$ cat config.mk
export PLATFORM = sky130hd
export DESIGN_NAME = pwm_absolute_encoder_tracker_flat
export DESIGN_NICKNAME = d
export VERILOG_FILES = /design/src/sv/pwmaet_pkg.sv /design/src/sv/pwmaet_ifs.sv /design/src/sv/pwmaet_hist.sv /design/src/sv/pwm_absolute_encoder_tracker.sv /design/src/flat_wrapper.sv
export SDC_FILE = /design/constraint.sdc
export NUM_CORES = 1
export LEC_CHECK = 0
export BUFFER_PORTS_ARGS = -buffer_cell sky130_fd_sc_hd__buf_2
export CAP_MARGIN = 5
export CORE_UTILIZATION = 40
export DETAILED_ROUTE_END_ITERATION = 10
export SETUP_SLACK_MARGIN = 0.15
export SYNTH_ARGS = -nofsm -noshare
export SYNTH_HDL_FRONTEND = slang
export SYNTH_SLANG_ARGS = --single-unit
$ cat constraint.sdc
create_clock -name clock -period 8.7 [get_ports clock]
set_input_delay 0.87 -clock clock [delete_from_list [all_inputs] [get_ports clock]]
set_output_delay 0.87 -clock clock [all_outputs]
set_load 0.05 [all_outputs]
$ cat src/sv/pwmaet_pkg.sv
// shared widths, codes, reset values and control structs for the pwm encoder tracker
// no dependencies; used by the interfaces, the history unit and the top level
`default_nettype none

package pwmaet_pkg;

   localparam int TIME_W     = 32;
   localparam int POS_W      = 13;
   localparam int TURN_W     = 32;
   localparam int DIR_W      = 2;
   localparam int STAT_W     = 3;
   localparam int WIN_W      = 5;
   localparam int ALU_W      = 32;
   localparam int CSR_IDX_W  = 3;
   localparam int CSR_DATA_W = 13;

   localparam int PULSES_PER_REV_DEF = 4096;
   localparam int HISTORY_DEPTH_DEF  = 16;

   localparam int MIN_EDGE_GAP = 2;
   localparam int STILL_DIV    = 333;
   localparam int DIR_DIV      = 167;

   typedef logic [STAT_W-1:0] status_type;
   localparam status_type ST_MOVED  = 3'd0;
   localparam status_type ST_START  = 3'd1;
   localparam status_type ST_TIMING = 3'd2;
   localparam status_type ST_WIDTH  = 3'd3;
   localparam status_type ST_NOISE  = 3'd4;
   localparam status_type ST_ZERO   = 3'd5;
   localparam status_type ST_STILL  = 3'd6;

   typedef logic [DIR_W-1:0] dir_type;
   localparam dir_type DIR_UNKNOWN = 2'd0;
   localparam dir_type DIR_CW      = 2'd1;
   localparam dir_type DIR_CCW     = 2'd2;

   typedef logic [CSR_IDX_W-1:0] csr_idx_type;
   localparam csr_idx_type CSR_FILTER_EN = 3'd0;
   localparam csr_idx_type CSR_WINDOW    = 3'd1;
   localparam csr_idx_type CSR_NOISE     = 3'd2;
   localparam csr_idx_type CSR_MIN_WIDTH = 3'd3;
   localparam csr_idx_type CSR_MAX_WIDTH = 3'd4;

   localparam logic             FILTER_EN_RST = 1'b1;
   localparam logic [WIN_W-1:0] WINDOW_RST    = 5'd16;
   localparam logic [POS_W-1:0] NOISE_RST     = 13'd0;
   localparam logic [POS_W-1:0] MIN_WIDTH_RST = 13'd1;
   localparam logic [POS_W-1:0] MAX_WIDTH_RST = 13'd4097;

   // sequencer to history unit
   typedef struct packed {
      logic clear;
      logic push;
   } hist_cmd_type;

   // history unit back to sequencer
   typedef struct packed {
      logic rd_valid;
      logic rd_last;
   } hist_stat_type;

endpackage

`default_nettype wire

$ cat src/sv/pwmaet_ifs.sv
// valid/ready channel interfaces for edge events in and tracker results out
// depends on pwmaet_pkg for field widths
`default_nettype none

interface pwmaet_req_if;
   logic                            valid;
   logic                            ready;
   logic [pwmaet_pkg::TIME_W-1:0]   edge_time;
   logic                            edge_level;

   modport source (output valid, edge_time, edge_level, input ready);
   modport sink   (input valid, edge_time, edge_level, output ready);
endinterface

interface pwmaet_rsp_if;
   logic                                 valid;
   logic                                 ready;
   logic [pwmaet_pkg::STAT_W-1:0]        status;
   logic [pwmaet_pkg::POS_W-1:0]         position;
   logic signed [pwmaet_pkg::TURN_W-1:0] turns;
   logic [pwmaet_pkg::DIR_W-1:0]         direction;

   modport source (output valid, status, position, turns, direction, input ready);
   modport sink   (input valid, status, position, turns, direction, output ready);
endinterface

`default_nettype wire

$ cat src/sv/pwmaet_hist.sv
// position history ring with fill count, streams the newest n entries after each push
// depends on pwmaet_pkg (widths, hist_cmd_type, hist_stat_type)
`default_nettype none

module pwmaet_hist #(
   parameter int HISTORY_DEPTH = pwmaet_pkg::HISTORY_DEPTH_DEF
) (
   input  wire                                       clock,
   input  wire                                       reset,
   input  pwmaet_pkg::hist_cmd_type                  cmd,
   input  wire [pwmaet_pkg::POS_W-1:0]               push_data,
   input  wire [pwmaet_pkg::WIN_W-1:0]               window,
   output pwmaet_pkg::hist_stat_type                 stat,
   output logic [pwmaet_pkg::POS_W-1:0]              rd_data,
   output logic [$clog2(HISTORY_DEPTH+1)-1:0]        avg_n
);
   import pwmaet_pkg::*;

   localparam int IDX_W = (HISTORY_DEPTH > 1) ? $clog2(HISTORY_DEPTH) : 1;
   localparam int CNT_W = $clog2(HISTORY_DEPTH+1);
   localparam int CMP_W = (CNT_W > WIN_W) ? CNT_W : WIN_W;
   localparam logic [IDX_W-1:0] LAST_IDX  = IDX_W'(HISTORY_DEPTH-1);
   localparam logic [CNT_W-1:0] DEPTH_CNT = CNT_W'(HISTORY_DEPTH);

   logic [POS_W-1:0] hist_mem [HISTORY_DEPTH];

   logic [IDX_W-1:0] wr_idx_ff,   wr_idx_in;
   logic [IDX_W-1:0] rd_ptr_ff,   rd_ptr_in;
   logic [CNT_W-1:0] count_ff,    count_in;
   logic [CNT_W-1:0] left_ff,     left_in;
   logic [CNT_W-1:0] n_ff,        n_in;
   logic             rd_valid_ff, rd_valid_in;
   logic             rd_last_ff,  rd_last_in;
   logic [POS_W-1:0] rd_data_ff;

   logic [CNT_W-1:0] count_inc;
   logic [CNT_W-1:0] n_next;

   always_comb begin
      count_inc = (count_ff == DEPTH_CNT) ? count_ff : count_ff + 1'b1;
      // n = min(fill after this push, window)
      if (CMP_W'(count_inc) < CMP_W'(window)) begin
         n_next = count_inc;
      end else begin
         n_next = CNT_W'(window);
      end

      wr_idx_in   = wr_idx_ff;
      rd_ptr_in   = rd_ptr_ff;
      count_in    = count_ff;
      left_in     = left_ff;
      n_in        = n_ff;
      rd_valid_in = 1'b0;
      rd_last_in  = 1'b0;

      if (cmd.clear) begin
         wr_idx_in = '0;
         count_in  = '0;
         left_in   = '0;
      end else if (cmd.push) begin
         wr_idx_in = (wr_idx_ff == LAST_IDX) ? '0 : wr_idx_ff + 1'b1;
         count_in  = count_inc;
         rd_ptr_in = wr_idx_ff;
         left_in   = n_next;
         n_in      = n_next;
      end else if (left_ff != '0) begin
         // walk back from the newest entry, one read a cycle
         rd_valid_in = 1'b1;
         rd_last_in  = (left_ff == CNT_W'(1));
         left_in     = left_ff - 1'b1;
         rd_ptr_in   = (rd_ptr_ff == '0) ? LAST_IDX : rd_ptr_ff - 1'b1;
      end
   end

   always_ff @(posedge clock) begin
      if (reset) begin
         wr_idx_ff   <= '0;
         rd_ptr_ff   <= '0;
         count_ff    <= '0;
         left_ff     <= '0;
         n_ff        <= '0;
         rd_valid_ff <= 1'b0;
         rd_last_ff  <= 1'b0;
      end else begin
         wr_idx_ff   <= wr_idx_in;
         rd_ptr_ff   <= rd_ptr_in;
         count_ff    <= count_in;
         left_ff     <= left_in;
         n_ff        <= n_in;
         rd_valid_ff <= rd_valid_in;
         rd_last_ff  <= rd_last_in;
      end
   end

   always_ff @(posedge clock) begin
      if (cmd.push) begin
         hist_mem[wr_idx_ff] <= push_data;
      end
   end

   always_ff @(posedge clock) begin
      if (!cmd.push && !cmd.clear && left_ff != '0) begin
         rd_data_ff <= hist_mem[rd_ptr_ff];
      end
   end

   assign stat.rd_valid = rd_valid_ff;
   assign stat.rd_last  = rd_last_ff;
   assign rd_data       = rd_data_ff;
   assign avg_n         = n_ff;

   a_count_bound: assert property (@(posedge clock) disable iff (reset)
      count_ff <= DEPTH_CNT)
      else $error("history fill count above depth");

   a_push_fills: assert property (@(posedge clock) disable iff (reset)
      cmd.push && !cmd.clear |=> count_ff != '0)
      else $error("history empty right after a push");

   a_read_window: assert property (@(posedge clock) disable iff (reset)
      rd_valid_ff |-> (n_ff != '0) && (n_ff <= count_ff))
      else $error("averaging window outside filled history");

endmodule

`default_nettype wire

$ cat src/sv/pwm_absolute_encoder_tracker.sv
// top level of the pwm absolute encoder tracker: csr bank, sequencer and shared 32-bit alu
// depends on pwmaet_pkg, pwmaet_ifs (req/rsp channels) and pwmaet_hist
//
//   port      | dir | handshake        | beat contents
//   ----------+-----+------------------+------------------------------------------
//   req_if    | in  | valid / ready    | edge_time[31:0], edge_level
//   rsp_if    | out | valid / ready    | status[2:0], position[12:0], turns[31:0], direction[1:0]
//   csr_*     | in  | csr_wr_en only   | csr_index[2:0], csr_wr_data[12:0]
//
// one edge at a time: ready only while idle, the result beat is held until taken
// timing and start outcomes come from S_GAP, width and zero ones from S_WIDTH; an unfiltered
// position goes through S_NOISE and S_TRACK (S_TURN on a wrap), an averaged one also S_SUM and
// S_DIV, the history read sweep and the bit-serial divide on the shared alu
// synchronous active-high reset; history needs no clearing pass, the fill count covers it
`default_nettype none

module pwm_absolute_encoder_tracker #(
   parameter int PULSES_PER_REV = pwmaet_pkg::PULSES_PER_REV_DEF,
   parameter int HISTORY_DEPTH  = pwmaet_pkg::HISTORY_DEPTH_DEF
) (
   input  wire                                  clock,
   input  wire                                  reset,
   input  wire                                  csr_wr_en,
   input  wire [pwmaet_pkg::CSR_IDX_W-1:0]      csr_index,
   input  wire [pwmaet_pkg::CSR_DATA_W-1:0]     csr_wr_data,
   pwmaet_req_if.sink                           req_if,
   pwmaet_rsp_if.source                         rsp_if
);
   import pwmaet_pkg::*;

   localparam int CNT_W  = $clog2(HISTORY_DEPTH+1);
   localparam int SUM_W  = POS_W + $clog2(HISTORY_DEPTH);
   localparam int BCNT_W = $clog2(SUM_W+1);

   localparam logic [POS_W:0]    HALF_TURN = (POS_W+1)'(PULSES_PER_REV / 2);
   localparam logic [POS_W:0]    STILL_LIM = (POS_W+1)'(PULSES_PER_REV / STILL_DIV);
   localparam logic [POS_W:0]    DIR_LIM   = (POS_W+1)'(PULSES_PER_REV / DIR_DIV);
   localparam logic [ALU_W-1:0]  REV_X     = ALU_W'(PULSES_PER_REV);
   localparam logic [POS_W-1:0]  REV_TOP   = POS_W'(PULSES_PER_REV - 1);
   localparam logic [ALU_W-1:0]  EDGE_GAP  = ALU_W'(MIN_EDGE_GAP);
   localparam logic [BCNT_W-1:0] DIV_STEPS = BCNT_W'(SUM_W);

   typedef enum logic [3:0] {
      S_IDLE,
      S_GAP,
      S_WIDTH,
      S_NOISE,
      S_SUM,
      S_DIV,
      S_TRACK,
      S_TURN,
      S_RESP
   } state_type;

   state_type         state_ff,      state_in;
   logic [TIME_W-1:0] edge_time_ff,  edge_time_in;
   logic              edge_level_ff, edge_level_in;
   logic [TIME_W-1:0] last_edge_ff,  last_edge_in;
   logic [TIME_W-1:0] pulse_start_ff, pulse_start_in;
   logic [POS_W-1:0]  last_pos_ff,   last_pos_in;
   logic [TURN_W-1:0] turns_ff,      turns_in;
   dir_type           dir_ff,        dir_in;
   status_type        status_ff,     status_in;
   logic [POS_W-1:0]  cand_ff,       cand_in;
   logic [SUM_W-1:0]  acc_ff,        acc_in;
   logic [CNT_W-1:0]  rem_ff,        rem_in;
   logic [BCNT_W-1:0] bit_cnt_ff,    bit_cnt_in;
   logic              turn_up_ff,    turn_up_in;

   logic              filt_en_ff,    filt_en_in;
   logic [WIN_W-1:0]  window_ff,     window_in;
   logic [POS_W-1:0]  noise_ff,      noise_in;
   logic [POS_W-1:0]  min_w_ff,      min_w_in;
   logic [POS_W-1:0]  max_w_ff,      max_w_in;

   // shared alu: a + (b or ~b) + cin, carry out on top
   logic [ALU_W-1:0]  alu_a;
   logic [ALU_W-1:0]  alu_b;
   logic              alu_inv;
   logic              alu_cin;
   logic [ALU_W:0]    alu_sum;

   logic [POS_W:0]    diff_lo;
   logic              diff_neg;
   logic [POS_W:0]    abs_diff;
   logic [POS_W-1:0]  width_pos;
   logic              big_jump;
   dir_type           new_dir;
   logic [CNT_W:0]    rem_shift;

   hist_cmd_type      hist_cmd;
   hist_stat_type     hist_stat;
   logic [POS_W-1:0]  hist_rd_data;
   logic [CNT_W-1:0]  avg_n;

   pwmaet_hist #(
      .HISTORY_DEPTH (HISTORY_DEPTH)
   ) u_hist (
      .clock     (clock),
      .reset     (reset),
      .cmd       (hist_cmd),
      .push_data (cand_ff),
      .window    (window_ff),
      .stat      (hist_stat),
      .rd_data   (hist_rd_data),
      .avg_n     (avg_n)
   );

   always_comb begin
      alu_a   = '0;
      alu_b   = '0;
      alu_inv = 1'b1;
      alu_cin = 1'b1;
      case (state_ff)
         S_GAP: begin
            alu_a = edge_time_ff;
            alu_b = last_edge_ff;
         end
         S_WIDTH: begin
            // t - start - 1
            alu_a   = edge_time_ff;
            alu_b   = pulse_start_ff;
            alu_cin = 1'b0;
         end
         S_NOISE, S_TRACK: begin
            alu_a = ALU_W'(cand_ff);
            alu_b = ALU_W'(last_pos_ff);
         end
         S_SUM: begin
            alu_a   = ALU_W'(acc_ff);
            alu_b   = ALU_W'(hist_rd_data);
            alu_inv = 1'b0;
            alu_cin = 1'b0;
         end
         S_DIV: begin
            alu_a = ALU_W'({rem_ff, acc_ff[SUM_W-1]});
            alu_b = ALU_W'(avg_n);
         end
         S_TURN: begin
            alu_a   = turns_ff;
            alu_b   = turn_up_ff ? '0 : '1;
            alu_inv = 1'b0;
            alu_cin = turn_up_ff;
         end
         default: begin
            alu_a = '0;
         end
      endcase
      alu_sum = {1'b0, alu_a} + {1'b0, (alu_inv ? ~alu_b : alu_b)} + (ALU_W+1)'(alu_cin);
   end

   always_comb begin
      diff_lo   = alu_sum[POS_W:0];
      diff_neg  = alu_sum[ALU_W-1];
      abs_diff  = diff_neg ? (~diff_lo + 1'b1) : diff_lo;
      big_jump  = abs_diff > HALF_TURN;
      width_pos = (alu_sum[ALU_W-1:0] == REV_X) ? REV_TOP : alu_sum[POS_W-1:0];
      rem_shift = {rem_ff, acc_ff[SUM_W-1]};
      if (abs_diff < DIR_LIM) begin
         new_dir = dir_ff;
      end else if ((!diff_neg && abs_diff != '0) != big_jump) begin
         new_dir = DIR_CW;
      end else begin
         new_dir = DIR_CCW;
      end
   end

   always_comb begin
      state_in       = state_ff;
      edge_time_in   = edge_time_ff;
      edge_level_in  = edge_level_ff;
      last_edge_in   = last_edge_ff;
      pulse_start_in = pulse_start_ff;
      last_pos_in    = last_pos_ff;
      turns_in       = turns_ff;
      dir_in         = dir_ff;
      status_in      = status_ff;
      cand_in        = cand_ff;
      acc_in         = acc_ff;
      rem_in         = rem_ff;
      bit_cnt_in     = bit_cnt_ff;
      turn_up_in     = turn_up_ff;
      filt_en_in     = filt_en_ff;
      window_in      = window_ff;
      noise_in       = noise_ff;
      min_w_in       = min_w_ff;
      max_w_in       = max_w_ff;
      hist_cmd.clear = 1'b0;
      hist_cmd.push  = 1'b0;

      if (csr_wr_en) begin
         case (csr_index)
            CSR_FILTER_EN: begin
               filt_en_in     = csr_wr_data[0];
               hist_cmd.clear = 1'b1;
            end
            CSR_WINDOW: begin
               window_in      = csr_wr_data[WIN_W-1:0];
               hist_cmd.clear = 1'b1;
            end
            CSR_NOISE: begin
               noise_in       = csr_wr_data;
               hist_cmd.clear = 1'b1;
            end
            CSR_MIN_WIDTH: min_w_in = csr_wr_data;
            CSR_MAX_WIDTH: max_w_in = csr_wr_data;
            default: begin
               filt_en_in = filt_en_ff;
            end
         endcase
      end

      case (state_ff)
         S_IDLE: begin
            if (req_if.valid) begin
               edge_time_in  = req_if.edge_time;
               edge_level_in = req_if.edge_level;
               state_in      = S_GAP;
            end
         end
         S_GAP: begin
            if (alu_sum[ALU_W-1:0] < EDGE_GAP) begin
               status_in = ST_TIMING;
               state_in  = S_RESP;
            end else begin
               last_edge_in = edge_time_ff;
               if (edge_level_ff) begin
                  pulse_start_in = edge_time_ff;
                  status_in      = ST_START;
                  state_in       = S_RESP;
               end else begin
                  state_in = S_WIDTH;
               end
            end
         end
         S_WIDTH: begin
            if (alu_sum[ALU_W-1:0] < ALU_W'(min_w_ff) ||
                alu_sum[ALU_W-1:0] > ALU_W'(max_w_ff)) begin
               status_in = ST_WIDTH;
               state_in  = S_RESP;
            end else if (width_pos == '0) begin
               status_in = ST_ZERO;
               state_in  = S_RESP;
            end else begin
               cand_in  = width_pos;
               state_in = S_NOISE;
            end
         end
         S_NOISE: begin
            if (filt_en_ff && noise_ff != '0 && abs_diff > (POS_W+1)'(noise_ff)) begin
               status_in = ST_NOISE;
               state_in  = S_RESP;
            end else if (filt_en_ff && window_ff != '0) begin
               hist_cmd.push = 1'b1;
               acc_in        = '0;
               state_in      = S_SUM;
            end else begin
               state_in = S_TRACK;
            end
         end
         S_SUM: begin
            if (hist_stat.rd_valid) begin
               acc_in = alu_sum[SUM_W-1:0];
               if (hist_stat.rd_last) begin
                  rem_in     = '0;
                  bit_cnt_in = DIV_STEPS;
                  state_in   = S_DIV;
               end
            end
         end
         S_DIV: begin
            // restoring divide, one quotient bit a cycle shifted into acc
            rem_in     = alu_sum[ALU_W] ? alu_sum[CNT_W-1:0] : rem_shift[CNT_W-1:0];
            acc_in     = {acc_ff[SUM_W-2:0], alu_sum[ALU_W]};
            bit_cnt_in = bit_cnt_ff - 1'b1;
            if (bit_cnt_ff == BCNT_W'(1)) begin
               cand_in  = acc_in[POS_W-1:0];
               state_in = S_TRACK;
            end
         end
         S_TRACK: begin
            last_pos_in = cand_ff;
            if (abs_diff < STILL_LIM) begin
               status_in = ST_STILL;
               state_in  = S_RESP;
            end else begin
               dir_in    = new_dir;
               status_in = ST_MOVED;
               // wrap across zero moves the turn count
               if (new_dir == DIR_CW && diff_neg && big_jump) begin
                  turn_up_in = 1'b1;
                  state_in   = S_TURN;
               end else if (new_dir == DIR_CCW && !diff_neg && big_jump) begin
                  turn_up_in = 1'b0;
                  state_in   = S_TURN;
               end else begin
                  state_in = S_RESP;
               end
            end
         end
         S_TURN: begin
            turns_in = alu_sum[ALU_W-1:0];
            state_in = S_RESP;
         end
         S_RESP: begin
            if (rsp_if.ready) begin
               state_in = S_IDLE;
            end
         end
         default: begin
            state_in = S_IDLE;
         end
      endcase
   end

   always_ff @(posedge clock) begin
      if (reset) begin
         state_ff       <= S_IDLE;
         last_edge_ff   <= '0;
         pulse_start_ff <= '0;
         last_pos_ff    <= '0;
         turns_ff       <= '0;
         dir_ff         <= DIR_UNKNOWN;
         status_ff      <= ST_MOVED;
         filt_en_ff     <= FILTER_EN_RST;
         window_ff      <= WINDOW_RST;
         noise_ff       <= NOISE_RST;
         min_w_ff       <= MIN_WIDTH_RST;
         max_w_ff       <= MAX_WIDTH_RST;
      end else begin
         state_ff       <= state_in;
         last_edge_ff   <= last_edge_in;
         pulse_start_ff <= pulse_start_in;
         last_pos_ff    <= last_pos_in;
         turns_ff       <= turns_in;
         dir_ff         <= dir_in;
         status_ff      <= status_in;
         filt_en_ff     <= filt_en_in;
         window_ff      <= window_in;
         noise_ff       <= noise_in;
         min_w_ff       <= min_w_in;
         max_w_ff       <= max_w_in;
      end
      edge_time_ff  <= edge_time_in;
      edge_level_ff <= edge_level_in;
      cand_ff       <= cand_in;
      acc_ff        <= acc_in;
      rem_ff        <= rem_in;
      bit_cnt_ff    <= bit_cnt_in;
      turn_up_ff    <= turn_up_in;
   end

   assign req_if.ready     = (state_ff == S_IDLE);
   assign rsp_if.valid     = (state_ff == S_RESP);
   assign rsp_if.status    = status_ff;
   assign rsp_if.position  = last_pos_ff;
   assign rsp_if.turns     = signed'(turns_ff);
   assign rsp_if.direction = dir_ff;

   a_one_side: assert property (@(posedge clock) disable iff (reset)
      !(req_if.ready && rsp_if.valid))
      else $error("taking an edge while a result beat is pending");

   a_accept_starts: assert property (@(posedge clock) disable iff (reset)
      req_if.valid && req_if.ready |=> state_ff == S_GAP)
      else $error("accepted edge did not start the sequence");

   a_turn_moves: assert property (@(posedge clock) disable iff (reset)
      state_ff == S_TURN |=> turns_ff != $past(turns_ff))
      else $error("wrap detected but turn count unchanged");

endmodule

`default_nettype wire

$ cat src/flat_wrapper.sv
// flat-port wrapper written by rule: the top's interface ports become plain ports
module pwm_absolute_encoder_tracker_flat import pwmaet_pkg::*;
#(
   parameter int PULSES_PER_REV = pwmaet_pkg::PULSES_PER_REV_DEF,
   parameter int HISTORY_DEPTH  = pwmaet_pkg::HISTORY_DEPTH_DEF
)
  (clock, reset, csr_wr_en, csr_index, csr_wr_data, req_if_valid, req_if_edge_time, req_if_edge_level, req_if_ready, rsp_if_valid, rsp_if_status, rsp_if_position, rsp_if_turns, rsp_if_direction, rsp_if_ready);
  pwmaet_req_if req_if_i ();
  pwmaet_rsp_if rsp_if_i ();
  input  wire clock;
  input  wire reset;
  input  wire csr_wr_en;
  input  wire [pwmaet_pkg::CSR_IDX_W-1:0] csr_index;
  input  wire [pwmaet_pkg::CSR_DATA_W-1:0] csr_wr_data;
  input wire logic [$bits(req_if_i.valid)-1:0] req_if_valid;
  input wire logic [$bits(req_if_i.edge_time)-1:0] req_if_edge_time;
  input wire logic [$bits(req_if_i.edge_level)-1:0] req_if_edge_level;
  output wire logic [$bits(req_if_i.ready)-1:0] req_if_ready;
  output wire logic [$bits(rsp_if_i.valid)-1:0] rsp_if_valid;
  output wire logic [$bits(rsp_if_i.status)-1:0] rsp_if_status;
  output wire logic [$bits(rsp_if_i.position)-1:0] rsp_if_position;
  output wire logic [$bits(rsp_if_i.turns)-1:0] rsp_if_turns;
  output wire logic [$bits(rsp_if_i.direction)-1:0] rsp_if_direction;
  input wire logic [$bits(rsp_if_i.ready)-1:0] rsp_if_ready;
  assign req_if_i.valid = req_if_valid;
  assign req_if_i.edge_time = req_if_edge_time;
  assign req_if_i.edge_level = req_if_edge_level;
  assign req_if_ready = req_if_i.ready;
  assign rsp_if_valid = rsp_if_i.valid;
  assign rsp_if_status = rsp_if_i.status;
  assign rsp_if_position = rsp_if_i.position;
  assign rsp_if_turns = rsp_if_i.turns;
  assign rsp_if_direction = rsp_if_i.direction;
  assign rsp_if_i.ready = rsp_if_ready;
  pwm_absolute_encoder_tracker #(.PULSES_PER_REV(PULSES_PER_REV), .HISTORY_DEPTH(HISTORY_DEPTH)) u_core (.clock(clock), .reset(reset), .csr_wr_en(csr_wr_en), .csr_index(csr_index), .csr_wr_data(csr_wr_data), .req_if(req_if_i), .rsp_if(rsp_if_i));
endmodule
### Yosys cells after proc, flatten, opt, wreduce, memory -nomap -nowiden

Memories as Yosys holds them, arrays and structs flattened. A register that Yosys moved wholly into a read port is not among the register bits.
Cells that the tools add are included.

* flip-flop bits (word level): 262
* memory bits (writable): 208
* bits of input ports: 54
* word-level logic and storage cells: 197
* memories: 1

Memory list
* u_core.u_hist.hist_mem: words 16, bits a word 13, read ports 1, clocked after memory_dff 1, wr ports 1, line pwmaet_hist.sv:25 `logic [POS_W-1:0] hist_mem [HISTORY_DEPTH];`

* $add $sub $neg: 8
* $lt $le $gt $ge: 8
* eq/ne operators: 32
* mux-type cells: 63
* bitwise gates (word level): 6
* reduce and logical (&&, ||, !) cells: 53

Operators with widths (count)
* 32-bit case mux with 6 select lines: 1
* 32-bit case mux with 5 select lines: 1
* 4-bit 2-to-1 mux: 17
* 32-bit 2-to-1 mux: 2
* 13-bit 2-to-1 mux: 4
* 17-bit 2-to-1 mux: 3
* 17-bit case mux with 3 select lines: 1
* 5-bit 2-to-1 mux: 9
* 4-bit case mux with 9 select lines: 1
* 32-bit by 32-bit adder with 33-bit output: 1
* 33-bit by 1-bit adder with 33-bit output: 1
* 32-bit by 13-bit equality test with 1-bit output, second input constant: 1
* 32-bit by 13-bit > comparator with 1-bit output: 1
* 32-bit by 13-bit < comparator with 1-bit output: 1
* 32-bit by 2-bit < comparator with 1-bit output, second input constant: 1
* 32-bit inverter: 1
* 13-bit case mux with 2 select lines: 1
* 5-bit case mux with 2 select lines: 2
* 2-bit AND reduction: 10
* 3-bit 2-to-1 mux: 6
* 4-bit by 3-bit equality test with 1-bit output, second input constant: 4
* 14-bit by 1-bit adder with 14-bit output, second input constant: 1
* 14-bit by 12-bit > comparator with 1-bit output, second input constant: 1
* 14-bit by 13-bit > comparator with 1-bit output: 1
* other kinds (46): 98

### Longest topological paths before layout

Gate-level depths: netlist (run 1).

* depth after elaboration: 22
* gate-level depth with buffers: 35
* gate-level depth less buffers: 30

### Cells and area by module

Synthesis (run 1) repeated with hierarchy kept, for this count alone.

* cells, all modules: 2086
* area total of the unflattened synthesis: 23615.1 µm²

Modules (own cells, without submodules)
* pwm_absolute_encoder_tracker: times used 1, cells an instance 1592, area an instance 13805.7 µm², seq. area each 5485.3 µm²
* pwmaet_hist: times used 1, cells an instance 494, area an instance 9809.4 µm², seq. area each 7136.8 µm²

### Least setup slack after synthesis (run 1)

No wires, ideal clock.

* kind: flip-flop to flip-flop
* start point: reg u_core.state_ff[0]
* end point: mem u_core.u_hist.hist_mem[3][0], enable pin
* library setup time: 0.400 ns
* data arrival time: 7.445 ns
* data required time: 8.300 ns
* slack: 0.855 ns
* stages on the path, launching flop included: 31
* buffers on the path: 6
* clock period less this slack: 7.845 ns
* path through: dfxtp_1 > clkbuf_1 > nand2b_1 > nor3_1 > or2_2 > clkbuf_1 > clkbuf_1 > a221oi_1 > fa_1 > inv_1 > fa_1 > inv_1 > ha_1 > clkbuf_1 > nand2_1 > nor3_1 > nand4_1 > o31ai_1 > xnor2_1 > ha_1 > a21o_1 > a21o_1 > nor3_1 > a211oi_1 > or2_2 > o2111ai_2 > and3_1 > buf_4 > buf_2 > nand2_1 > nor3_1

* word-level cells in the longest chain between the ends: 16
* elaborated cells on any way between the ends: 27
* classes of those cells: add/sub (3); order compare (1); eq/ne (7); mux (9); bitwise (2); reduce/logical (5)

Ends and longest elaborated chain
* start: declaration: line pwm_absolute_encoder_tracker.sv:55 `state_type state_ff, state_in;`
* start signal: assignment: line pwm_absolute_encoder_tracker.sv:331 `state_ff <= state_in;`
* 4-bit by 2-bit equality test with 1-bit output / 4-bit by 3-bit equality test with 1-bit output (equally long branches): line pwm_absolute_encoder_tracker.sv:114 `case (state_ff)`
* 2-bit OR reduction: line pwm_absolute_encoder_tracker.sv:114
* 32-bit case mux with 6 select lines: line pwm_absolute_encoder_tracker.sv:114
* 32-bit inverter: line pwm_absolute_encoder_tracker.sv:149 `alu_sum = {1'b0, alu_a} + {1'b0, (alu_inv ? ~alu_b : alu_b)} + (ALU_W+1)'(alu_cin);`
* 32-bit 2-to-1 mux: line pwm_absolute_encoder_tracker.sv:149
* 32-bit by 32-bit adder with 33-bit output: line pwm_absolute_encoder_tracker.sv:149
* 33-bit by 1-bit adder with 33-bit output *: line pwm_absolute_encoder_tracker.sv:149
* via u_core.alu_sum[1]: line pwm_absolute_encoder_tracker.sv:81 `logic [ALU_W:0] alu_sum;`
* 14-bit inverter: line pwm_absolute_encoder_tracker.sv:155 `abs_diff = diff_neg ? (~diff_lo + 1'b1) : diff_lo;`
* 14-bit by 1-bit adder with 14-bit output: line pwm_absolute_encoder_tracker.sv:155
* 14-bit 2-to-1 mux *: line pwm_absolute_encoder_tracker.sv:155
* 14-bit by 13-bit > comparator with 1-bit output *: line pwm_absolute_encoder_tracker.sv:250 `if (filt_en_ff && noise_ff != '0 && abs_diff > (POS_W+1)'(noise_ff)) begin`
* 1-bit logical AND *: line pwm_absolute_encoder_tracker.sv:250
* 1-bit 2-to-1 mux *: line pwm_absolute_encoder_tracker.sv:250
* 1-bit 2-to-1 mux *: line pwm_absolute_encoder_tracker.sv:213 `case (state_ff)`
* 1-bit 2-to-1 mux *: line pwmaet_hist.sv:96 `if (cmd.push) begin`
* 1-bit 2-to-1 mux (not written as such) *: line pwmaet_hist.sv:97 `hist_mem[wr_idx_ff] <= push_data;`
* end: declaration: line pwmaet_hist.sv:25

Mark *: on every way through the listed nets, which the timed path passes. The rest lies on a longest branch.

### Worst setup path in the final report (run 1)

* start point: reg u_core.state_ff[3]
* end point: mem u_core.u_hist.hist_mem[1][0], enable pin

* word-level cells in the longest chain between the ends: 16
* elaborated cells on any way between the ends: 27
* classes of those cells: add/sub (3); order compare (1); eq/ne (7); mux (9); bitwise (2); reduce/logical (5)

Ends and longest elaborated chain (line)
* 4-bit by 2-bit equality test with 1-bit output / 4-bit by 3-bit equality test with 1-bit output (equally long branches): pwm_absolute_encoder_tracker.sv:114, pwm_absolute_encoder_tracker.sv:213
* 2-bit OR reduction: pwm_absolute_encoder_tracker.sv:114
* 32-bit case mux with 6 select lines: pwm_absolute_encoder_tracker.sv:114
* 32-bit inverter: pwm_absolute_encoder_tracker.sv:149
* 32-bit 2-to-1 mux: pwm_absolute_encoder_tracker.sv:149
* 32-bit by 32-bit adder with 33-bit output: pwm_absolute_encoder_tracker.sv:149
* 33-bit by 1-bit adder with 33-bit output: pwm_absolute_encoder_tracker.sv:149
* 14-bit inverter: pwm_absolute_encoder_tracker.sv:155
* 14-bit by 1-bit adder with 14-bit output: pwm_absolute_encoder_tracker.sv:155
* 14-bit 2-to-1 mux: pwm_absolute_encoder_tracker.sv:155
* 14-bit by 13-bit > comparator with 1-bit output: pwm_absolute_encoder_tracker.sv:250
* 1-bit logical AND: pwm_absolute_encoder_tracker.sv:250
* 1-bit 2-to-1 mux: pwm_absolute_encoder_tracker.sv:250
* 1-bit 2-to-1 mux *: pwm_absolute_encoder_tracker.sv:213
* 1-bit 2-to-1 mux *: pwmaet_hist.sv:96
* 1-bit 2-to-1 mux (not written as such) *: pwmaet_hist.sv:97

Mark *: on every way between the ends. The rest lies on a longest branch, timed or not.

==> results of run 1 <==
[repair_timing]
item,4_1_cts,5_1_grt
gates resized for setup,0,1
endpoints found under the hold margin,0,0
endpoints found under the setup margin,0,7
[worst max-delay path, cell delays in order (launching register included)]
cell,delay [ps]
dfxtp_1,550
nand2b_1,350
nor3_2,70
or2_2,490
buf_4,270
a222oi_1,250
inv_1,80
ha_1,370
a21oi_1,300
o211ai_1,280
and2_1,260
a2111o_1,390
o211ai_1,360
buf_4,260
nor2_1,70
xnor2_1,180
ha_1,280
a21o_1,180
a21o_1,170
a221oi_1,290
a211oi_1,140
or2_2,300
o2111ai_2,360
and3_1,420
nand2_1,200
nor3_2,460
buf_4,270
[metal layers]
layer / routed length, µm / up-vias / track usage [%]
met2: 34700 / 611 / 39.3
met3: 4110 / 109 / 3.55
met1: 28800 / 8915 / 29.5
li1: - / 8290 / -
met5: 0 / - / 0
met4: 1990 / 0 / 7.78
[power groups by stage]
stage	logic, mW	clock network (mW)	registers (mW)
final	4.43	2.15	2.78
after global routing	4.84	2.28	2.80
after CTS	4.39	2.20	2.78
after detailed placement	4.36	0	2.83
after global placement	4.31	0	2.83
after floorplan	3.18	0	2.70
[cells by family after synthesis]
family,count (synthesis),synth area share [%]
and+or+nand+nor,670,12.7
AOI/OAI and AO/OA,541,15.5
DFF,483,53.1
buffers and inverters,226,3.82
muxes,115,8.28
adders and majority gates,88,4.70
xor gates and xnor gates,47,1.86
[final cells by class]
class / instances / area share, %
inverter: 89 / 1.24
sequential: 483 / 46.9
tap: 765 / 3.55
multi-input combinational: 1461 / 38.2
timing repair buffer: 174 / 3.99
clock buffer: 69 / 5.25
clock inverter: 26 / 0.887
[cells in the final DEF (no fill, tap or decap), drive strengths merged, types with 10 or more instances in the layout]
| cell | synthesis | layout |
|---|---|---|
| clkbuf | 99 | 69 |
| nand3 | 70 | 70 |
| a22oi | 12 | 12 |
| o31ai | 11 | 11 |
| nand4 | 13 | 13 |
| a21o | 25 | 25 |
| and2 | 11 | 11 |
| mux4 | 65 | 65 |
| o21ai | 88 | 88 |
| a221oi | 15 | 15 |
| ha | 86 | 86 |
| o21a | 11 | 11 |
| edfxtp | 295 | 295 |
| o211ai | 17 | 17 |
| nor3 | 36 | 36 |
| nand2 | 291 | 291 |
| nor4 | 12 | 12 |
| xnor2 | 37 | 37 |
| a211oi | 28 | 28 |
| and3 | 14 | 14 |
| clkinv | 1 | 18 |
| dfxtp | 188 | 188 |
| inv | 88 | 91 |
| nor2b | 11 | 11 |
| a222oi | 22 | 22 |
| nor2 | 159 | 159 |
| xor2 | 10 | 10 |
| mux2i | 47 | 47 |
| nand2b | 14 | 14 |
| a31oi | 11 | 11 |
| buf | 38 | 174 |
| a21oi | 188 | 188 |
| a22o | 37 | 37 |
[worst max path at each step]
| stage | startpoint | slack (ps) | cells past startpoint | end |
|---|---|---|---|---|
| 2_1_floorplan | u_core.state_ff[0]$_SDFFE_PP0P_ | 860 | 30 | u_core.u_hist.hist_mem[3][0]$_DFFE_PP_ |
| 3_3_place_gp | u_core.state_ff[3]$_SDFFE_PP0P_ | 830 | 26 | u_core.u_hist.hist_mem[12][1]$_DFFE_PP_ |
| 3_5_place_dp | u_core.state_ff[3]$_SDFFE_PP0P_ | 660 | 27 | u_core.u_hist.hist_mem[12][3]$_DFFE_PP_ |
| 4_1_cts | u_core.state_ff[3]$_SDFFE_PP0P_ | 690 | 27 | u_core.u_hist.hist_mem[12][3]$_DFFE_PP_ |
| 5_1_grt | u_core.state_ff[0]$_SDFFE_PP0P_ | 160 | 28 | u_core.u_hist.hist_mem[1][1]$_DFFE_PP_ |
| 6_report | u_core.state_ff[3]$_SDFFE_PP0P_ | 810 | 26 | u_core.u_hist.hist_mem[1][0]$_DFFE_PP_ |
[through the flow]
stage	instance area (µm²)	worst slack (ps)	hold slack [ps]	power, mW	utilization (%)
final	26900	809	415	9.36	46.3
after global routing	26900	161	389	9.92	46.3
after CTS	26900	693	381	9.37	46.3
after detailed placement	25300	661	448	7.19	43.5
after global placement	25300	829	442	7.14	43.5
after floorplan	23800	855	436	5.88	-
[state kept, by name (all words and copies together), names as in the netlist, 5 cells and up]
register                count
u_core.u_hist.rd_data      13
u_core.u_hist.avg_n         5
u_core.u_hist.left_ff       5
u_core.bit_cnt_ff           5
u_core.u_hist.hist_mem    208
u_core.rem_ff               5
u_core.acc_ff              17
u_core.noise_ff            13
u_core.max_w_ff            13
u_core.min_w_ff            13
u_core.rsp_if.position     13
u_core.rsp_if.turns        32
u_core.last_edge_ff        32
u_core.u_hist.count_ff      5
u_core.pulse_start_ff      32
u_core.window_ff            5
u_core.edge_time_ff        32
u_core.cand_ff             13
==> run_summary.xml, run 1 <==
<?xml version="1.0" encoding="UTF-8"?>
<metrics>
  <group name="status">
    <metric name="outcome" unit="">complete, no violations</metric>
  </group>
  <group name="routing">
    <metric name="wl" unit="µm">69500</metric>
    <metric name="drcViolationCount" unit="">0</metric>
    <metric name="drt_iter0_drc" unit="">1675</metric>
    <metric name="vias" unit="">17900</metric>
    <metric name="detail_route.wl_per_cell" unit="µm">22.7</metric>
    <metric name="drt-vias-per-instance" unit="">5.84</metric>
    <metric name="drt_pass1_iterations" unit="">7</metric>
    <metric name="antenna_violating_nets_post_route" unit="">0</metric>
  </group>
  <group name="critical_path">
    <metric name="length_in_cells_of_the_worst_reg_to_reg_path" unit="">26</metric>
    <metric name="worst_r2r_start" unit="">u_core.state_ff[3]$_SDFFE_PP0P_</metric>
    <metric name="timing.critical_path.from_type" unit="">register</metric>
    <metric name="timing.rr.end" unit="">u_core.u_hist.hist_mem[1][0]$_DFFE_PP_</metric>
    <metric name="timing_worst_setup_path_type" unit="">reg -&gt; reg</metric>
    <metric name="critPathRequiredTime" unit="ps">9030</metric>
    <metric name="critPathMaxFanout" unit="">18</metric>
    <metric name="internal_reg_to_reg_setup_slack" unit="ps">810</metric>
    <metric name="critPathCaptureType" unit="">register</metric>
    <metric name="worst_ep_arrival_time" unit="ps">8220</metric>
  </group>
  <group name="finish">
    <metric name="instances_no_fill" unit="">3067</metric>
    <metric name="footprint_of_the_flip_flops_and_latches" unit="µm²">12600</metric>
    <metric name="drive_above_1_share" unit="%">16.3</metric>
    <metric name="area_delta_synth_final" unit="%">13.4</metric>
    <metric name="number_of_inserted_diodes" unit="">0</metric>
    <metric name="fill_cells" unit="">5399</metric>
    <metric name="multiInputGateArea" unit="µm²">10300</metric>
    <metric name="final_net_count" unit="">2402</metric>
  </group>
  <group name="floorplan">
    <metric name="die_width" unit="µm">246</metric>
    <metric name="fp.dieArea" unit="µm²">60400</metric>
    <metric name="placeableCoreArea" unit="µm²">58100</metric>
    <metric name="die_height" unit="µm">246</metric>
    <metric name="floorplan.rows" unit="">88</metric>
    <metric name="initial_core_utilization" unit="%">40.9</metric>
    <metric name="io-pin-count" unit="">106</metric>
  </group>
  <group name="power_and_ir_drop">
    <metric name="power_switching" unit="mW">3.78</metric>
    <metric name="p_sw_share" unit="%">40.4</metric>
    <metric name="seq_power_share" unit="%">29.7</metric>
    <metric name="power_frac_clock" unit="%">22.9</metric>
    <metric name="power_density" unit="nW/µm²">347</metric>
    <metric name="comb_power_share" unit="%">47.4</metric>
    <metric name="vdd.ir_drop.worst" unit="mV">0.207</metric>
    <metric name="p_int" unit="mW">5.57</metric>
    <metric name="p_leak" unit="nW">9.68</metric>
  </group>
  <group name="sta">
    <metric name="period_needed" unit="ps">7890</metric>
    <metric name="slew_violations" unit="">0</metric>
    <metric name="grt_setup_unrepaired" unit="">no</metric>
    <metric name="setup_viol" unit="">0</metric>
    <metric name="layout_worst_path_cycle_share" unit="%">90.7</metric>
    <metric name="final.setup.tns" unit="ps">0</metric>
    <metric name="fmax" unit="GHz">0.127</metric>
    <metric name="worst_pin_slew" unit="ps">1120</metric>
    <metric name="slew_headroom" unit="%">25.0</metric>
    <metric name="worst_clock_skew" unit="ps">51.7</metric>
    <metric name="report.final.hold_viol_count" unit="">0</metric>
  </group>
  <group name="clock_network">
    <metric name="cts-hold-fix-buffers" unit="">0</metric>
    <metric name="cts_tree" unit="">done</metric>
    <metric name="clock_tree.htree_level_count" unit="">2</metric>
    <metric name="number_of_buffers_created_by_cts" unit="">51</metric>
    <metric name="clk-insertion-delay-late" unit="ps">640</metric>
    <metric name="clock_tree_sinks" unit="">483</metric>
    <metric name="clk_pin_slew" unit="ps">60</metric>
    <metric name="max-clock-path-buffers" unit="">3</metric>
    <metric name="buffers_inserted_by_post_cts_timing_repair" unit="">0</metric>
    <metric name="clock-root-buffer" unit="">clkbuf_16</metric>
  </group>
  <group name="synth">
    <metric name="synth.most_common_cell" unit="">edfxtp_1</metric>
    <metric name="syn_area" unit="µm²">23800</metric>
    <metric name="yosys.cell_types.count" unit="">95</metric>
    <metric name="synthDominantAreaCellType" unit="">edfxtp_1</metric>
    <metric name="synth_async_sr_flop_share" unit="%">0</metric>
    <metric name="seq_area_frac_synth" unit="%">53.1</metric>
    <metric name="syn_avg_cell_area" unit="µm²">10.9</metric>
    <metric name="top_cells_by_area_in_the_synthesized_netlist" unit="">edfxtp_1 37%, dfxtp_1 16%, mux4_2 6.2%, nand2_1 4.6%, ha_1 4.5%</metric>
    <metric name="netlist.area_leader.share" unit="%">37.3</metric>
    <metric name="synth_common_cells" unit="">295 x edfxtp_1, 291 x nand2_1, 188 x dfxtp_1</metric>
    <metric name="ys_dominant_reg_cell" unit="">edfxtp_1</metric>
    <metric name="synth_cells" unit="">2170</metric>
    <metric name="ys_ff_latch" unit="">483</metric>
    <metric name="synth-edff-count" unit="">295</metric>
    <metric name="syn_nets" unit="">2312</metric>
    <metric name="ys.warnings.count" unit="">0</metric>
  </group>
  <group name="worst_hold_path">
    <metric name="min-delay-start" unit="">req_if_edge_time[17]</metric>
    <metric name="hold-path-endpoint" unit="">u_core.edge_time_ff[17]$_DFFE_PP_</metric>
    <metric name="hold_class" unit="">in -&gt; reg</metric>
    <metric name="timing.hold.worst_path_depth" unit="">1</metric>
  </group>
  <group name="placed_design">
    <metric name="gpl.final_weighted_congestion" unit="">0.926</metric>
    <metric name="port_buffers" unit="">105</metric>
    <metric name="numPlacedInstances" unit="">2972</metric>
    <metric name="detailed_place_hpwl" unit="µm">49900</metric>
  </group>
  <group name="grt">
    <metric name="number_of_antenna_violations_at_the_first_check_in_global_routing" unit="">0</metric>
    <metric name="global_route.overflow_total" unit="">0</metric>
    <metric name="grt_use_total" unit="%">23.0</metric>
    <metric name="grt_pass1_vias" unit="">17800</metric>
    <metric name="grt_first_pass_wirelength" unit="µm">106000</metric>
    <metric name="largest_net_degree_at_the_start_of_global_routing" unit="">91</metric>
  </group>
  <group name="flow_run">
    <metric name="cap_viol_max_count" unit="">0</metric>
  </group>
</metrics>
Note: power is estimated with default switching activity, not from simulation.
==> inputs of run 2 (changes only) <==
- ABC_AREA: not set -> 1
==> run 2 against run 1 <==
Effect of this change:
- largest cell class unchanged
- combinational power down 0.9%
- largest power group unchanged
- critical endpoint is now u_core.u_hist.hist_mem[9][5]$_DFFE_PP_
- die area up 2.0%
- critical path type unchanged
- synthesized area up 2.0%
- register-to-register slack better by 170 ps
- sequential share of layout area down 0.39 points
- wire length up 8.0%
- cell area up 0.82%
- global-route usage up 1.3 points
- hold slack better by 29 ps
==> run_summary.xml, run 2 <==
<?xml version="1.0" encoding="UTF-8"?>
<metrics>
  <group name="sta">
    <metric name="worst_pin_slew" unit="ps">1010</metric>
    <metric name="final.setup.tns" unit="ps">0</metric>
    <metric name="setup_viol" unit="">0</metric>
    <metric name="layout_worst_path_cycle_share" unit="%">88.7</metric>
    <metric name="slew_headroom" unit="%">32.6</metric>
    <metric name="report.final.hold_viol_count" unit="">0</metric>
    <metric name="period_needed" unit="ps">7720</metric>
    <metric name="grt_setup_unrepaired" unit="">no</metric>
    <metric name="worst_clock_skew" unit="ps">35.3</metric>
    <metric name="slew_violations" unit="">0</metric>
    <metric name="fmax" unit="GHz">0.130</metric>
  </group>
  <group name="power_and_ir_drop">
    <metric name="vdd.ir_drop.worst" unit="mV">0.178</metric>
    <metric name="p_leak" unit="nW">11.2</metric>
    <metric name="power_density" unit="nW/µm²">342</metric>
  </group>
  <group name="synth">
    <metric name="synth.most_common_cell" unit="">nand2_1</metric>
    <metric name="synth_common_cells" unit="">470 x nand2_1, 336 x nor2_1, 325 x inv_1</metric>
    <metric name="syn_area" unit="µm²">24200</metric>
    <metric name="yosys.cell_types.count" unit="">58</metric>
    <metric name="synth_async_sr_flop_share" unit="%">0</metric>
    <metric name="ys_ff_latch" unit="">483</metric>
    <metric name="syn_avg_cell_area" unit="µm²">8.69</metric>
    <metric name="ys.warnings.count" unit="">0</metric>
    <metric name="seq_area_frac_synth" unit="%">52.1</metric>
    <metric name="syn_nets" unit="">2931</metric>
    <metric name="netlist.area_leader.share" unit="%">36.5</metric>
    <metric name="top_cells_by_area_in_the_synthesized_netlist" unit="">edfxtp_1 37%, dfxtp_1 16%, nand2_1 7.3%, o21ai_0 5.7%, nor2_1 5.2%</metric>
    <metric name="synthDominantAreaCellType" unit="">edfxtp_1</metric>
    <metric name="synth_cells" unit="">2789</metric>
    <metric name="synth-edff-count" unit="">295</metric>
    <metric name="ys_dominant_reg_cell" unit="">edfxtp_1</metric>
  </group>
  <group name="routing">
    <metric name="vias" unit="">20200</metric>
    <metric name="drt_iter0_drc" unit="">1788</metric>
    <metric name="drcViolationCount" unit="">0</metric>
    <metric name="drt_pass1_iterations" unit="">6</metric>
    <metric name="detail_route.wl_per_cell" unit="µm">20.4</metric>
    <metric name="antenna_violating_nets_post_route" unit="">0</metric>
    <metric name="drt-vias-per-instance" unit="">5.49</metric>
    <metric name="wl" unit="µm">75100</metric>
  </group>
  <group name="finish">
    <metric name="number_of_inserted_diodes" unit="">0</metric>
    <metric name="final_net_count" unit="">3008</metric>
    <metric name="top_register" unit="">u_core.u_hist.hist_mem</metric>
    <metric name="final_design_area_no_fill" unit="µm²">27200</metric>
    <metric name="drive_above_1_share" unit="%">10.6</metric>
    <metric name="largest_reg_flops" unit="">208</metric>
    <metric name="instances_no_fill" unit="">3680</metric>
    <metric name="area_delta_synth_final" unit="%">12.0</metric>
    <metric name="final_common_cell" unit="">nand2_1</metric>
    <metric name="fill_cells" unit="">5749</metric>
    <metric name="final_cell_mix" unit="">470 x nand2_1, 334 x nor2_1, 325 x inv_1, 295 x edfxtp_1, 277 x o21ai_0</metric>
  </group>
  <group name="clock_network">
    <metric name="number_of_buffers_created_by_cts" unit="">52</metric>
    <metric name="clock_tree_sinks" unit="">483</metric>
    <metric name="clk_pin_slew" unit="ps">60</metric>
    <metric name="cts_tree" unit="">done</metric>
    <metric name="clock-root-buffer" unit="">clkbuf_16</metric>
    <metric name="clk-insertion-delay-late" unit="ps">620</metric>
    <metric name="max-clock-path-buffers" unit="">3</metric>
    <metric name="clock_tree.htree_level_count" unit="">2</metric>
    <metric name="buffers_inserted_by_post_cts_timing_repair" unit="">0</metric>
    <metric name="cts-hold-fix-buffers" unit="">0</metric>
    <metric name="ctsResizeCount" unit="">0</metric>
  </group>
  <group name="critical_path">
    <metric name="worst_path_most_repeated_cell" unit="">nand2_1</metric>
    <metric name="timing.critical_path.slowest_cell_delay" unit="ps">570</metric>
    <metric name="timing.critical_path.slowest_stage_cell" unit="">clkinv_1</metric>
    <metric name="critPathRequiredTime" unit="ps">8990</metric>
    <metric name="timing.critical_path.from_type" unit="">register</metric>
    <metric name="timing_worst_setup_path_type" unit="">reg -&gt; reg</metric>
    <metric name="critPathCaptureType" unit="">register</metric>
    <metric name="worst_ep_arrival_time" unit="ps">8010</metric>
    <metric name="critPathMaxFanout" unit="">27</metric>
  </group>
  <group name="placed_design">
    <metric name="gpl.final_weighted_congestion" unit="">0.929</metric>
    <metric name="numPlacedInstances" unit="">3585</metric>
    <metric name="port_buffers" unit="">105</metric>
    <metric name="post_dp_cell_area" unit="µm²">25500</metric>
    <metric name="detailed_place_hpwl" unit="µm">54600</metric>
  </group>
  <group name="grt">
    <metric name="number_of_antenna_violations_at_the_first_check_in_global_routing" unit="">0</metric>
    <metric name="largest_net_degree_at_the_start_of_global_routing" unit="">100</metric>
    <metric name="grt_pass1_vias" unit="">19100</metric>
    <metric name="grt_use_total" unit="%">24.2</metric>
    <metric name="grt_first_pass_wirelength" unit="µm">113000</metric>
    <metric name="global_route.overflow_total" unit="">0</metric>
  </group>
  <group name="floorplan">
    <metric name="floorplan.rows" unit="">89</metric>
    <metric name="die_height" unit="µm">248</metric>
    <metric name="io-pin-count" unit="">106</metric>
    <metric name="placeableCoreArea" unit="µm²">59500</metric>
    <metric name="fp.dieArea" unit="µm²">61600</metric>
    <metric name="die_width" unit="µm">248</metric>
    <metric name="initial_core_utilization" unit="%">40.8</metric>
  </group>
  <group name="worst_hold_path">
    <metric name="hold_class" unit="">in -&gt; reg</metric>
  </group>
  <group name="status">
    <metric name="outcome" unit="">complete, no violations</metric>
  </group>
  <group name="flow_run">
    <metric name="cap_viol_max_count" unit="">0</metric>
  </group>
</metrics>
==> run 2: metrics by stage <==
step	hold slack [ps]	power, mW	setup slack [ps]	util, %
2_1_floorplan	425	5.94	2330	-
3_3_place_gp	440	7.10	1260	42.9
3_5_place_dp	443	7.13	1150	42.9
4_1_cts	420	9.28	1110	45.7
5_1_grt	422	9.91	411	45.7
6_report	445	9.29	983	45.7
==> run 2: kinds of logic after synthesis <==
| group | after synthesis | synth area share (%) |
|---|---|---|
| flops | 483 | 52.1 |
| simple gates | 1062 | 18.7 |
| fa+ha+maj | 88 | 4.60 |
| compound gates | 662 | 16.0 |
| buf+inv | 466 | 7.56 |
| xor+xnor | 28 | 1.04 |
==> run 2: cell type report <==
cell class | instances | area, µm² | share of cell area [%]
clock buffers | 68 | 1400 | 5.16
multi-input cells | 1840 | 9810 | 36.1
well taps | 773 | 967 | 3.56
repair buffers | 146 | 833 | 3.07
inverters | 343 | 1290 | 4.74
clock inverters | 27 | 239 | 0.880
flip-flops and latches | 483 | 12600 | 46.5
==> run 2: worst paths after layout <==
kind,slack (ps),start,to,depth (start not counted)
worst max-delay path,980,u_core.state_ff[1]$_SDFFE_PP0P_,u_core.u_hist.hist_mem[9][5]$_DFFE_PP_,42
worst min-delay path,440,req_if_edge_time[21],u_core.edge_time_ff[21]$_DFFE_PP_,1
worst max register to register,980,u_core.state_ff[1]$_SDFFE_PP0P_,u_core.u_hist.hist_mem[9][5]$_DFFE_PP_,42
worst min register to register,450,u_core.last_edge_ff[22]$_SDFFE_PP0P_,u_core.last_edge_ff[22]$_SDFFE_PP0P_,2
==> run 2: per-layer routing <==
metal  wire length (µm)  track usage, %  vias up
li1                   -               -     9675
met1              33800            34.4     9668
met2              33800            38.4      740
met3               5240            2.73      116
met4               2250            8.00        0
met5                  0               0        -
==> run 2: critical path: cells and delay by family, from the launching register on <==
kind | cells | cell delay (ps)
flops | 1 | 330
compound gates | 3 | 540
buf+inv | 11 | 1820
simple gates | 23 | 2950
xor+xnor | 1 | 190
fa+ha+maj | 4 | 1500
==> run 2: report_power, final <==
group | switching (mW) | leakage [nW] | internal [mW]
Clock | 0.922 | 0.798 | 1.20
Sequential | 0.134 | 4.22 | 2.64
Combinational | 3.06 | 6.19 | 1.32
